## src/rtl/fpli_pkg.sv

```systemverilog
// Shared constants, types and helper functions for the float pixel to lookup index block.
package fpli_pkg;

    localparam int unsigned WORD_W    = 32;
    localparam int unsigned INDEX_W   = 16;
    localparam int unsigned CFG_IDX_W = 8;

    // Register indexes on the configuration port
    localparam logic [CFG_IDX_W-1:0] CFG_OFFSET   = 8'd0;
    localparam logic [CFG_IDX_W-1:0] CFG_GAIN     = 8'd1;
    localparam logic [CFG_IDX_W-1:0] CFG_BLANK_EN = 8'd2;
    localparam logic [CFG_IDX_W-1:0] CFG_BLANK    = 8'd3;

    localparam logic [WORD_W-1:0] GAIN_RESET = 32'h3F80_0000;

    // Index limits and blank code
    localparam logic signed [INDEX_W-1:0] INDEX_MIN   = 16'sh8001;
    localparam logic signed [INDEX_W-1:0] INDEX_MAX   = 16'sh7FFF;
    localparam logic signed [INDEX_W-1:0] BLANK_INDEX = 16'sh8000;

    // Class of a binary32 value as it moves down the pipeline
    typedef enum logic [1:0] {
        CL_ZERO,
        CL_FIN,
        CL_INF,
        CL_NAN
    } t_class;

    // Configuration as seen by the datapath
    typedef struct packed {
        logic [WORD_W-1:0] offset_bits;
        logic [WORD_W-1:0] gain_bits;
        logic              blank_enable;
        logic [WORD_W-1:0] blank_bits;
    } t_cfg;

    // Count leading zeros of a 28-bit word (28 when all zero)
    function automatic logic [4:0] lzc28(input logic [27:0] x);
        logic [4:0] n;
        logic       found;
        n     = 5'd0;
        found = 1'b0;
        for (int i = 27; i >= 0; i--) begin
            if (!found) begin
                if (x[i]) begin
                    found = 1'b1;
                end else begin
                    n = n + 5'd1;
                end
            end
        end
        return n;
    endfunction

    // Count leading zeros of a 24-bit word (24 when all zero)
    function automatic logic [4:0] lzc24(input logic [23:0] x);
        logic [4:0] n;
        logic       found;
        n     = 5'd0;
        found = 1'b0;
        for (int i = 23; i >= 0; i--) begin
            if (!found) begin
                if (x[i]) begin
                    found = 1'b1;
                end else begin
                    n = n + 5'd1;
                end
            end
        end
        return n;
    endfunction

endpackage

```

## src/rtl/fpli_pipe.sv

```systemverilog
// Seven-stage datapath: blank check, binary32 add, binary32 multiply, round and saturate.
module fpli_pipe (
    input  logic                                i_clk,
    input  logic                                i_rst_n,
    input  fpli_pkg::t_cfg                      i_cfg,
    input  logic                                i_valid,
    output logic                                o_ready,
    input  logic [fpli_pkg::WORD_W-1:0]         i_pixel_bits,
    output logic                                o_valid,
    input  logic                                i_ready,
    output logic signed [fpli_pkg::INDEX_W-1:0] o_lut_index
);

    typedef logic signed [10:0] t_exp;

    // Stage payloads
    typedef struct packed {
        logic             blank;
        fpli_pkg::t_class cls;
        logic             sign;
        logic             sub;
        logic [7:0]       ef;
        logic [26:0]      ma;
        logic [26:0]      mb;
    } t_s1;

    typedef struct packed {
        logic             blank;
        fpli_pkg::t_class cls;
        logic             sign;
        logic [7:0]       ef;
        logic [27:0]      sum;
    } t_s2;

    typedef struct packed {
        logic             blank;
        fpli_pkg::t_class cls;
        logic             sign;
        t_exp             e;
        logic [27:0]      norm;
    } t_s3;

    typedef struct packed {
        logic             blank;
        fpli_pkg::t_class cls;
        logic             sign;
        t_exp             e;
        logic [23:0]      ms;
        logic [23:0]      mg;
    } t_s4;

    typedef struct packed {
        logic             blank;
        fpli_pkg::t_class cls;
        logic             sign;
        t_exp             e;
        logic [47:0]      prod;
    } t_s5;

    typedef struct packed {
        logic             blank;
        fpli_pkg::t_class cls;
        logic             sign;
        t_exp             e;
        logic [23:0]      mant;
    } t_s6;

    logic [7:1] r_v;
    logic [7:1] en;

    t_s1 r_s1, n_s1;
    t_s2 r_s2, n_s2;
    t_s3 r_s3, n_s3;
    t_s4 r_s4, n_s4;
    t_s5 r_s5, n_s5;
    t_s6 r_s6, n_s6;
    logic signed [fpli_pkg::INDEX_W-1:0] r_idx, n_idx;

    // Advance a stage when it is empty or the one after it advances
    always_comb begin
        en[7] = !r_v[7] || i_ready;
        for (int k = 6; k >= 1; k--) begin
            en[k] = !r_v[k] || en[k+1];
        end
    end

    assign o_ready     = en[1];
    assign o_valid     = r_v[7];
    assign o_lut_index = r_idx;

    // Stage 1: classify, blank check, swap and align the smaller addend
    always_comb begin
        logic       ps, os, bs_nan, px_nan, px_inf, of_nan, of_inf, eq, a_px;
        logic [7:0] pe, oe, ea, eb, efa, efb, d;
        logic [22:0] pf, of;
        logic [23:0] ma, mb;
        logic [26:0] xb, al;
        logic       st;
        ps     = i_pixel_bits[31];
        pe     = i_pixel_bits[30:23];
        pf     = i_pixel_bits[22:0];
        os     = i_cfg.offset_bits[31];
        oe     = i_cfg.offset_bits[30:23];
        of     = i_cfg.offset_bits[22:0];
        px_nan = (pe == 8'hFF) && (pf != 23'd0);
        px_inf = (pe == 8'hFF) && (pf == 23'd0);
        of_nan = (oe == 8'hFF) && (of != 23'd0);
        of_inf = (oe == 8'hFF) && (of == 23'd0);
        bs_nan = (i_cfg.blank_bits[30:23] == 8'hFF) && (i_cfg.blank_bits[22:0] != 23'd0);
        eq     = (i_pixel_bits == i_cfg.blank_bits)
              || ((i_pixel_bits[30:0] == 31'd0) && (i_cfg.blank_bits[30:0] == 31'd0));

        n_s1.blank = px_nan || (i_cfg.blank_enable && !bs_nan && eq);

        a_px = i_pixel_bits[30:0] >= i_cfg.offset_bits[30:0];
        ea   = a_px ? pe : oe;
        eb   = a_px ? oe : pe;
        ma   = a_px ? {pe != 8'd0, pf} : {oe != 8'd0, of};
        mb   = a_px ? {oe != 8'd0, of} : {pe != 8'd0, pf};
        efa  = (ea == 8'd0) ? 8'd1 : ea;
        efb  = (eb == 8'd0) ? 8'd1 : eb;
        d    = efa - efb;
        xb   = {mb, 3'b000};
        if (d >= 8'd27) begin
            al = '0;
            st = |mb;
        end else begin
            al = xb >> d;
            st = |(xb & ~({27{1'b1}} << d));
        end

        n_s1.sub  = ps ^ os;
        n_s1.ef   = efa;
        n_s1.ma   = {ma, 3'b000};
        n_s1.mb   = al | {26'd0, st};
        n_s1.sign = a_px ? ps : os;
        priority if (of_nan || (px_inf && of_inf && (ps != os))) begin
            n_s1.cls = fpli_pkg::CL_NAN;
        end else if (px_inf) begin
            n_s1.cls  = fpli_pkg::CL_INF;
            n_s1.sign = ps;
        end else if (of_inf) begin
            n_s1.cls  = fpli_pkg::CL_INF;
            n_s1.sign = os;
        end else begin
            n_s1.cls = fpli_pkg::CL_FIN;
        end
    end

    // Stage 2: add or subtract the aligned significands
    always_comb begin
        n_s2.blank = r_s1.blank;
        n_s2.cls   = r_s1.cls;
        n_s2.sign  = r_s1.sign;
        n_s2.ef    = r_s1.ef;
        if (r_s1.sub) begin
            n_s2.sum = {1'b0, r_s1.ma} - {1'b0, r_s1.mb};
        end else begin
            n_s2.sum = {1'b0, r_s1.ma} + {1'b0, r_s1.mb};
        end
    end

    // Stage 3: normalise the sum, leading one to the top bit
    always_comb begin
        logic [4:0] lz;
        lz         = fpli_pkg::lzc28(r_s2.sum);
        n_s3.blank = r_s2.blank;
        n_s3.sign  = r_s2.sign;
        n_s3.norm  = r_s2.sum << lz;
        n_s3.e     = $signed({3'b000, r_s2.ef}) + 11'sd1 - $signed({6'd0, lz});
        if ((r_s2.cls == fpli_pkg::CL_FIN) && (r_s2.sum == 28'd0)) begin
            n_s3.cls = fpli_pkg::CL_ZERO;
        end else begin
            n_s3.cls = r_s2.cls;
        end
    end

    // Stage 4: round the sum to nearest even, unpack the gain, combine classes
    always_comb begin
        logic [24:0] m25;
        logic        up;
        logic [23:0] ms, mg_raw;
        t_exp        es, eg;
        fpli_pkg::t_class sc, gc;
        logic [7:0]  ge;
        logic [4:0]  lzg;
        up  = r_s3.norm[3] && ((|r_s3.norm[2:0]) || r_s3.norm[4]);
        m25 = {1'b0, r_s3.norm[27:4]} + {24'd0, up};
        if (m25[24]) begin
            ms = 24'h80_0000;
            es = r_s3.e + 11'sd1;
        end else begin
            ms = m25[23:0];
            es = r_s3.e;
        end
        sc = r_s3.cls;
        if ((sc == fpli_pkg::CL_FIN) && (es >= 11'sd255)) begin
            sc = fpli_pkg::CL_INF;
        end

        ge     = i_cfg.gain_bits[30:23];
        mg_raw = {ge != 8'd0, i_cfg.gain_bits[22:0]};
        lzg    = fpli_pkg::lzc24(mg_raw);
        eg     = $signed({3'b000, ((ge == 8'd0) ? 8'd1 : ge)}) - $signed({6'd0, lzg});
        priority if (ge == 8'hFF) begin
            gc = (i_cfg.gain_bits[22:0] != 23'd0) ? fpli_pkg::CL_NAN : fpli_pkg::CL_INF;
        end else if (i_cfg.gain_bits[30:0] == 31'd0) begin
            gc = fpli_pkg::CL_ZERO;
        end else begin
            gc = fpli_pkg::CL_FIN;
        end

        n_s4.blank = r_s3.blank;
        n_s4.sign  = r_s3.sign ^ i_cfg.gain_bits[31];
        n_s4.ms    = ms;
        n_s4.mg    = mg_raw << lzg;
        n_s4.e     = es + eg - 11'sd254;
        priority if ((sc == fpli_pkg::CL_NAN) || (gc == fpli_pkg::CL_NAN)
                     || ((sc == fpli_pkg::CL_ZERO) && (gc == fpli_pkg::CL_INF))
                     || ((sc == fpli_pkg::CL_INF) && (gc == fpli_pkg::CL_ZERO))) begin
            n_s4.cls = fpli_pkg::CL_NAN;
        end else if ((sc == fpli_pkg::CL_INF) || (gc == fpli_pkg::CL_INF)) begin
            n_s4.cls = fpli_pkg::CL_INF;
        end else if ((sc == fpli_pkg::CL_ZERO) || (gc == fpli_pkg::CL_ZERO)) begin
            n_s4.cls = fpli_pkg::CL_ZERO;
        end else begin
            n_s4.cls = fpli_pkg::CL_FIN;
        end
    end

    // Stage 5: multiply the significands
    always_comb begin
        n_s5.blank = r_s4.blank;
        n_s5.cls   = r_s4.cls;
        n_s5.sign  = r_s4.sign;
        n_s5.e     = r_s4.e;
        n_s5.prod  = r_s4.ms * r_s4.mg;
    end

    // Stage 6: normalise and round the product to nearest even
    always_comb begin
        logic [23:0] m;
        logic        rb, st, up;
        logic [24:0] m25;
        t_exp        e;
        if (r_s5.prod[47]) begin
            m  = r_s5.prod[47:24];
            rb = r_s5.prod[23];
            st = |r_s5.prod[22:0];
            e  = r_s5.e + 11'sd1;
        end else begin
            m  = r_s5.prod[46:23];
            rb = r_s5.prod[22];
            st = |r_s5.prod[21:0];
            e  = r_s5.e;
        end
        up  = rb && (st || m[0]);
        m25 = {1'b0, m} + {24'd0, up};
        n_s6.blank = r_s5.blank;
        n_s6.cls   = r_s5.cls;
        n_s6.sign  = r_s5.sign;
        if (m25[24]) begin
            n_s6.mant = 24'h80_0000;
            n_s6.e    = e + 11'sd1;
        end else begin
            n_s6.mant = m25[23:0];
            n_s6.e    = e;
        end
    end

    // Stage 7: round half away from zero and saturate to the index limits
    always_comb begin
        logic [3:0]  sh;
        logic [38:0] fx;
        logic [39:0] t;
        logic [15:0] mag;
        logic        sat;
        sh  = r_s6.e[3:0] + 4'd1;
        fx  = {15'd0, r_s6.mant} << sh;
        t   = {1'b0, fx} + 40'h80_0000;
        mag = t[39:24];
        // A magnitude that rounds up to 2^15 saturates as well
        sat = (r_s6.cls == fpli_pkg::CL_INF)
              || ((r_s6.cls == fpli_pkg::CL_FIN)
                  && ((r_s6.e >= 11'sd15) || ((r_s6.e >= -11'sd1) && mag[15])));
        priority if (r_s6.blank || (r_s6.cls == fpli_pkg::CL_NAN)) begin
            n_idx = fpli_pkg::BLANK_INDEX;
        end else if (sat) begin
            n_idx = r_s6.sign ? fpli_pkg::INDEX_MIN : fpli_pkg::INDEX_MAX;
        end else if ((r_s6.cls == fpli_pkg::CL_ZERO) || (r_s6.e < -11'sd1)) begin
            n_idx = '0;
        end else begin
            n_idx = r_s6.sign ? -$signed(mag) : $signed(mag);
        end
    end

    // Hold valid bits per stage
    always_ff @(posedge i_clk) begin
        if (!i_rst_n) begin
            r_v <= '0;
        end else begin
            if (en[1]) r_v[1] <= i_valid;
            for (int k = 2; k <= 7; k++) begin
                if (en[k]) r_v[k] <= r_v[k-1];
            end
        end
    end

    // Advance stage payloads
    always_ff @(posedge i_clk) begin
        if (en[1]) r_s1  <= n_s1;
        if (en[2]) r_s2  <= n_s2;
        if (en[3]) r_s3  <= n_s3;
        if (en[4]) r_s4  <= n_s4;
        if (en[5]) r_s5  <= n_s5;
        if (en[6]) r_s6  <= n_s6;
        if (en[7]) r_idx <= n_idx;
    end

    // Input only stalls when every stage holds a word
    a_full_on_stall: assert property (@(posedge i_clk) disable iff (!i_rst_n)
        !o_ready |-> (&r_v))
        else $error("input stalled with an empty stage");

    // A stage that cannot advance keeps its word
    a_s3_hold: assert property (@(posedge i_clk) disable iff (!i_rst_n)
        (r_v[3] && !en[3]) |=> (r_v[3] && $stable(r_s3)))
        else $error("stalled stage 3 word changed");

    // A finite rounded sum and the unpacked gain both carry their leading one
    a_sum_norm: assert property (@(posedge i_clk) disable iff (!i_rst_n)
        (r_v[4] && !r_s4.blank && (r_s4.cls == fpli_pkg::CL_FIN)) |-> (r_s4.ms[23] && r_s4.mg[23]))
        else $error("unnormalised operand at multiplier");

    // The blank code only comes from a blank pixel or a NaN
    a_blank_src: assert property (@(posedge i_clk) disable iff (!i_rst_n)
        (r_v[6] && en[7] && !r_s6.blank && (r_s6.cls != fpli_pkg::CL_NAN))
        |=> (r_idx != fpli_pkg::BLANK_INDEX))
        else $error("blank code from an ordinary pixel");

endmodule

```

## src/rtl/float_pixel_to_lookup_index.sv

```systemverilog
// Top level: configuration registers and the pixel to lookup index pipeline.
//
//  channel  | valid         | ready         | payload
//  ---------+---------------+---------------+------------------------------
//  pixel in | i_pixel_valid | o_pixel_ready | i_pixel_bits[31:0]
//  index out| o_lut_valid   | i_lut_ready   | o_lut_index[15:0] signed
//  config   | i_cfg_valid   | o_cfg_ready   | i_cfg_index[7:0], i_cfg_data[31:0]
//
// One word per cycle sustained while i_lut_ready is high; an accepted word passes through the seven
// register stages (align, add, normalise, round, multiply, round, convert) before o_lut_valid rises.
// Synchronous active-low reset empties the pipeline and loads the register defaults.
// A stalled output holds its word; upstream stages keep filling bubbles until all are full.
// The configuration port is always ready.
module float_pixel_to_lookup_index (
    input  logic                                i_clk,
    input  logic                                i_rst_n,
    input  logic                                i_pixel_valid,
    output logic                                o_pixel_ready,
    input  logic [fpli_pkg::WORD_W-1:0]         i_pixel_bits,
    output logic                                o_lut_valid,
    input  logic                                i_lut_ready,
    output logic signed [fpli_pkg::INDEX_W-1:0] o_lut_index,
    input  logic                                i_cfg_valid,
    output logic                                o_cfg_ready,
    input  logic [fpli_pkg::CFG_IDX_W-1:0]      i_cfg_index,
    input  logic [fpli_pkg::WORD_W-1:0]         i_cfg_data
);

    fpli_pkg::t_cfg r_cfg;

    assign o_cfg_ready = 1'b1;

    // Write the addressed register, drop unknown indexes
    always_ff @(posedge i_clk) begin
        if (!i_rst_n) begin
            r_cfg.offset_bits  <= '0;
            r_cfg.gain_bits    <= fpli_pkg::GAIN_RESET;
            r_cfg.blank_enable <= 1'b0;
            r_cfg.blank_bits   <= '0;
        end else if (i_cfg_valid) begin
            unique case (i_cfg_index)
                fpli_pkg::CFG_OFFSET:   r_cfg.offset_bits  <= i_cfg_data;
                fpli_pkg::CFG_GAIN:     r_cfg.gain_bits    <= i_cfg_data;
                fpli_pkg::CFG_BLANK_EN: r_cfg.blank_enable <= i_cfg_data[0];
                fpli_pkg::CFG_BLANK:    r_cfg.blank_bits   <= i_cfg_data;
                default: ;
            endcase
        end
    end

    fpli_pipe u_pipe (
        .i_clk        (i_clk),
        .i_rst_n      (i_rst_n),
        .i_cfg        (r_cfg),
        .i_valid      (i_pixel_valid),
        .o_ready      (o_pixel_ready),
        .i_pixel_bits (i_pixel_bits),
        .o_valid      (o_lut_valid),
        .i_ready      (i_lut_ready),
        .o_lut_index  (o_lut_index)
    );

endmodule
```

## config.mk

```make
export PLATFORM = sky130hd
export DESIGN_NAME = float_pixel_to_lookup_index
export DESIGN_NICKNAME = d
export VERILOG_FILES = /design/src/rtl/fpli_pkg.sv /design/src/rtl/fpli_pipe.sv /design/src/rtl/float_pixel_to_lookup_index.sv
export SDC_FILE = /design/constraint.sdc
export NUM_CORES = 2
export LEC_CHECK = 0
export ABC_AREA = 1
export BUFFER_PORTS_ARGS = -buffer_cell sky130_fd_sc_hd__buf_2
export CAP_MARGIN = 20
export CORE_MARGIN = 4
export CORE_UTILIZATION = 40
export CTS_CLUSTER_DIAMETER = 120
export DETAILED_ROUTE_END_ITERATION = 6
export HOLD_SLACK_MARGIN = 0.05
export PLACE_DENSITY = 0.52
export SKIP_LAST_GASP = 1
export SYNTH_ARGS = -nofsm -noshare
export SYNTH_HDL_FRONTEND = slang
export SYNTH_HIERARCHICAL = 1
export SYNTH_SLANG_ARGS = --single-unit
export TNS_END_PERCENT = 50
```

## constraint.sdc

```tcl
create_clock -name i_clk -period 26 [get_ports i_clk]
set_input_delay 5.2 -clock i_clk [delete_from_list [all_inputs] [get_ports i_clk]]
set_output_delay 5.2 -clock i_clk [all_outputs]
set_load 0.01 [all_outputs]
```

* Word-level counts from Yosys, hierarchy flattened
Index checks and enable logic that the tools add are counted.
** Cells by class
- Shifts and indexed selects :: 5
- Bitwise logic cells :: 5
- Reductions and logical operators :: 78
- Eq/ne operators :: 18
- $lt $le $gt $ge :: 6
- Multipliers :: 1
- Add/subtract/negate cells :: 66
- Mux-type cells :: 231
** Operator list (number)
- $mux W5 :: 100
- $add A5 B1 Y5 const B :: 48
- $mux W1 :: 110
- $logic_not A31 Y1 :: 3
- $reduce_bool A23 Y1 :: 4
- $mux W24 :: 3
- $mux W16 :: 4
- $add A24 B1 Y25 :: 2
- $mul A24 B24 Y48 :: 1
- $logic_not A23 Y1 :: 2
- $add A39 B24 Y40 const B :: 1
- $mux W8 :: 5
- $shl A24 B4 Y39 :: 1
- $mux W35 :: 1
- $add A11 B2 Y11 const B :: 3
- $eq A32 B32 Y1 :: 1
- $eq A8 B8 Y1 const B :: 4
- $logic_not A8 Y1 :: 4
- $ge A31 B31 Y1 :: 1
- $add A27 B27 Y28 :: 1
- $logic_not A28 Y1 :: 1
- $mux W28 :: 1
- $shl A28 B5 Y28 :: 1
- $sub A27 B27 Y28 :: 1
- other kinds (41) :: 107
** Word-level totals
- Logic and storage cells :: 457
- Input bits :: 77
- Output and inout bits :: 19
- Bits in registers :: 432

* Logic depth before layout (Yosys ltp)
- Word-level depth :: 83
- Mapped depth :: 102

* Modules after synthesis
The synthesis kept the hierarchy.
** Modules (own cells, without submodules)
- fpli_pipe :: area an instance 46616.0 µm², cells each 6269, times used 1, seq. area each 9058.7 µm²
- float_pixel_to_lookup_index :: area an instance 4086.4 µm², cells each 577, times used 1, seq. area each 1941.9 µm²

* Worst setup path after synthesis
No wires, ideal clock.
- Path type :: input to output
- Start point :: in i_lut_ready
- End point :: out o_pixel_ready
- Setup slack :: 9.488 ns
- Required time :: 20.800 ns
- Arrival time :: 11.312 ns
- Cell stages on the path :: 12
- Path through :: nor2_1 > inv_1 > nor2_1 > inv_1 > nor2_1 > inv_1 > nor2_1 > inv_1 > nor2_1 > inv_1 > nor2_1 > nand2_1
** Between the ends
- Longest elaborated chain between the ends :: 7
** Ends and longest elaborated chain
- start: declaration :: RTL line float_pixel_to_lookup_index.sv:21 : input logic i_lut_ready,
- $logic_or A1 B1 Y1 :: RTL line fpli_pipe.sv:81 : en[7] = !r_v[7] || i_ready;
- via u_pipe.en, one bit :: RTL line fpli_pipe.sv:69 : logic [7:1] en;
- $logic_or A1 B1 Y1 :: RTL line fpli_pipe.sv:83 : en[k] = !r_v[k] || en[k+1];
- via u_pipe.en, one bit :: RTL line fpli_pipe.sv:69
- $logic_or A1 B1 Y1 :: RTL line fpli_pipe.sv:83
- via u_pipe.en, one bit :: RTL line fpli_pipe.sv:69
- $logic_or A1 B1 Y1 :: RTL line fpli_pipe.sv:83
- via u_pipe.en, one bit :: RTL line fpli_pipe.sv:69
- $logic_or A1 B1 Y1 :: RTL line fpli_pipe.sv:83
- via u_pipe.en, one bit :: RTL line fpli_pipe.sv:69
- $logic_or A1 B1 Y1 (2 in a row) :: RTL line fpli_pipe.sv:83
- end: declaration :: RTL line float_pixel_to_lookup_index.sv:18 : output logic o_pixel_ready,
The timed path passes the listed nets, and every way through them passes these cells.

==> results.sh <==
export IMPL_clock_path_buffers=3
export IMPL_design_die_area_um2=132500
export IMPL_worst_slew_pin_slew_ns=1.091
export IMPL_place_congestion=0.9023
export IMPL_r2r_slack_ns=8.65
export IMPL_detail_route_antenna_nets=0
export IMPL_die_y_um=364.0
export IMPL_overflow=0
export IMPL_netlist_area_leader_share_pct=19.19
export IMPL_cp_max_fo=30
export IMPL_cpPeakStageDelay_ns=0.51
export IMPL_critPathLaunch="r_cfg[57]$_SDFFE_PN1P_"
export IMPL_dp_hpwl_um=110000
export IMPL_ys_warn_count=6
export IMPL_path_clk_slew_ns=0.06
export IMPL_worstHoldPathCells=0
export IMPL_maxCapViolations=0
export IMPL_start_util_pct=40.33
export IMPL_rsz0062_at_grt="false"
export IMPL_wirelength_um=143100
export IMPL_power_leakage_nw=28.11
export IMPL_grt_max_degree=98
export IMPL_clock_latency_ns=0.62
export IMPL_cts_tree="done"
export IMPL_maxSlewHeadroom_pct=27.29
export IMPL_routedWlPerCell_um=16.84
export IMPL_status="finished clean"
export IMPL_syn_num_nets=7758
export IMPL_seq_area_frac_synth_pct=21.70
export IMPL_vdd_drop_max_mv=0.05296
export IMPL_synthDistinctLibCells=78
export IMPL_htreeDepth=2
export IMPL_fin_nets=7723
export IMPL_fmax_mhz=57.63
export IMPL_cp_common_cell="ha_1"
export IMPL_port_buffers=94
export IMPL_vias=42730
export IMPL_via_per_inst=5.027
export IMPL_period_needed_ns=17.35
export IMPL_synth_area_um2=50700
export IMPL_grt_usage_pct=21.71
export IMPL_critPathArrivalTime_ns=17.71
export IMPL_setup_violations_final=0
export IMPL_numClockSinks=401
export IMPL_required_ns=26.35
export IMPL_die_x_um=364.0
export IMPL_r2r_end="u_pipe/n_s5[58]$_DFFE_PP_"
export IMPL_firstDrtPassIters=5
export IMPL_power_density_nw_per_um2=59.69
export IMPL_cts_root_buf="clkbuf_16"
export IMPL_yosysTopAreaCell="fa_1"
export IMPL_async_flop_share_pct=0
export IMPL_fin_crit_sh_pct=66.74
export IMPL_grt_pass1_vias=41900
export IMPL_crit_cells=99
export IMPL_r2r_start="r_cfg[57]$_SDFFE_PN1P_"
export IMPL_std_cell_rows=130
export IMPL_worst_setup_path_type="reg -> reg"
export IMPL_cp_slowest_cell="nand2_2"
export IMPL_post_cts_buffers=0
export IMPL_drive_gt1_share_pct=6.848
export IMPL_synth_avg_cell_area_um2=7.406
export IMPL_antenna_found_initial=8
export IMPL_synth_compound_area_share_pct=8.689
export IMPL_worst_path_buf_inv=14
export IMPL_cp_endpoint="u_pipe/n_s5[58]$_DFFE_PP_"
export IMPL_ios=96
export IMPL_synth_xor_xnor_area_share_pct=3.556
export IMPL_finalPower_mw=3.237
export IMPL_core_area_um2=125700
export IMPL_ys_ff_latch=401
export IMPL_area_growth_pct=6.952
export IMPL_numCtsBuffers=46
export IMPL_hp_class="reg -> reg"
export IMPL_synth_adder_area_share_pct=27.80
export IMPL_synthFlopType="edfxtp_1"
export IMPL_reg2regPathDepth=99
export IMPL_start_kind="flop"
export IMPL_synth_top_family_by_area="adder cells"
export IMPL_synth_edf_count=297
export IMPL_cts_resized=0
export IMPL_critical_path_top_delay_family="adder cells"
export IMPL_drc=0
export IMPL_grt_pass1_wl_um=229900
export IMPL_endpoint_kind="flop"
export IMPL_muxShareOfSynthArea_pct=0.3381
export IMPL_skew_ns=0.04328
export IMPL_drt_iter0_drc=3205
export IMPL_fin_tns_setup_ns=0
export IMPL_finalMaxSlewViolations=0
export IMPL_synth_simple_area_share_pct=25.42
export IMPL_postCtsHoldBufs=0
export IMPL_hold_viol_final=0
export IMPL_synth_area_leaders="fa_1, edfxtp_1, nand2_1"
export IMPL_synth_cells=6846
==> cell usage in the layout (no fill, tap or decap), drive strengths merged, types with 10 or more instances in the layout <==
| cell type | n |
|---|---|
| nor4 | 37 |
| buf | 164 |
| clkinv | 30 |
| o211ai | 26 |
| dfxtp | 104 |
| o22ai | 13 |
| xor2 | 132 |
| nand3b | 25 |
| or2 | 31 |
| nor2 | 500 |
| nor3 | 55 |
| nand4 | 69 |
| inv | 1377 |
| edfxtp | 297 |
| o31ai | 10 |
| a31oi | 24 |
| ha | 349 |
| mux2i | 16 |
| o21ai | 370 |
| xnor2 | 73 |
| nand2 | 1786 |
| clkbuf | 52 |
| fa | 486 |
| nand3 | 439 |
| a21oi | 294 |
==> worst min-delay path by stage <==
stage,from,to,slack [ns]
2_1_floorplan,u_pipe/n_s2[36]$_DFFE_PP_,u_pipe/n_s3[39]$_DFFE_PP_,0.40
3_3_place_gp,u_pipe/n_s2[37]$_SDFFCE_PP1P_,u_pipe/r_s2[37]$_DFFE_PP_,0.40
3_5_place_dp,u_pipe/n_s2[30]$_DFFE_PP_,u_pipe/r_s2[30]$_DFFE_PP_,0.41
4_1_cts,u_pipe/n_s2[36]$_DFFE_PP_,u_pipe/n_s3[39]$_DFFE_PP_,0.40
5_1_grt,u_pipe/n_s2[36]$_DFFE_PP_,u_pipe/n_s3[39]$_DFFE_PP_,0.41
6_report,u_pipe/n_s2[36]$_DFFE_PP_,u_pipe/n_s3[39]$_DFFE_PP_,0.41
==> area by class of cell <==
type / instances / area, um^2
Timing Repair Buffer: 164 / 1018
Tap cell: 1650 / 2064
Inverter: 1382 / 5213
Sequential cell: 401 / 11000
Clock buffer: 52 / 1174
Clock inverter: 34 / 355.3
Fill cell: 13090 / 71510
Multi-Input combinational cell: 4816 / 33400
Antenna cell: 1 / 2.502
==> per-layer routing <==
layer / global-route usage (%) / vias up / wire length, um / part of all wire (%)
met5: 0 / - / 40 / 0.028
met4: 4.973 / 6 / 3373 / 2.4
met3: 2.607 / 171 / 7851 / 5.5
met2: 35.29 / 1066 / 64920 / 45
met1: 31.03 / 20140 / 66960 / 47
li1: - / 21350 / - / -
==> cells in the mapped netlist, types with 46 or more instances <==
master    instances
nor2_1          459
inv_2            53
nand4_1          69
xnor2_1          73
nor3_1           53
ha_1            349
nand2_1        1725
edfxtp_1        297
inv_1          1319
fa_1            486
nand2_2          46
nand3_1         410
xor2_1          131
o21ai_0         337
a21oi_1         289
dfxtp_1         104
clkbuf_1        166
==> power by group <==
part | switching, mW | internal [mW]
sequential | 0.111 | 0.878
clock | 0.284 | 0.371
combinational | 1.10 | 0.498
==> through the flow <==
step | instances | hold slack [ns] | setup slack [ns] | util [%] | instance area [um^2]
5_1_grt | 8500 | 0.4113 | 7.034 | 43.13 | 54230
4_1_cts | 8497 | 0.4046 | 8.568 | 43.10 | 54190
2_1_floorplan | 6846 | 0.4003 | 9.488 | - | 50700
3_3_place_gp | 8411 | 0.4007 | 8.924 | 41.88 | 52660
3_5_place_dp | 8411 | 0.4052 | 8.639 | 41.88 | 52660
6_report | 8500 | 0.4086 | 8.649 | 43.13 | 54230
==> sequential cells by signal, indices dropped and copies added (netlist names), 15 cells and up <==
name,cells
r_cfg,97
u_pipe/r_s4,48
u_pipe/o_lut_index,16
u_pipe/r_s5,37
u_pipe/r_s3,41
u_pipe/n_s5,15
u_pipe/r_s2,38
u_pipe/r_s6,31
u_pipe/r_s1,52
==> cells by family after synthesis <==
group	Yosys count
muxes	17
adders and majority gates	835
xor gates and xnor gates	205
buffers and inverters	1629
other	1
and+or+nand+nor	2956
DFF	401
AOI/OAI and AO/OA	802
(Power assumes the default switching activity.)
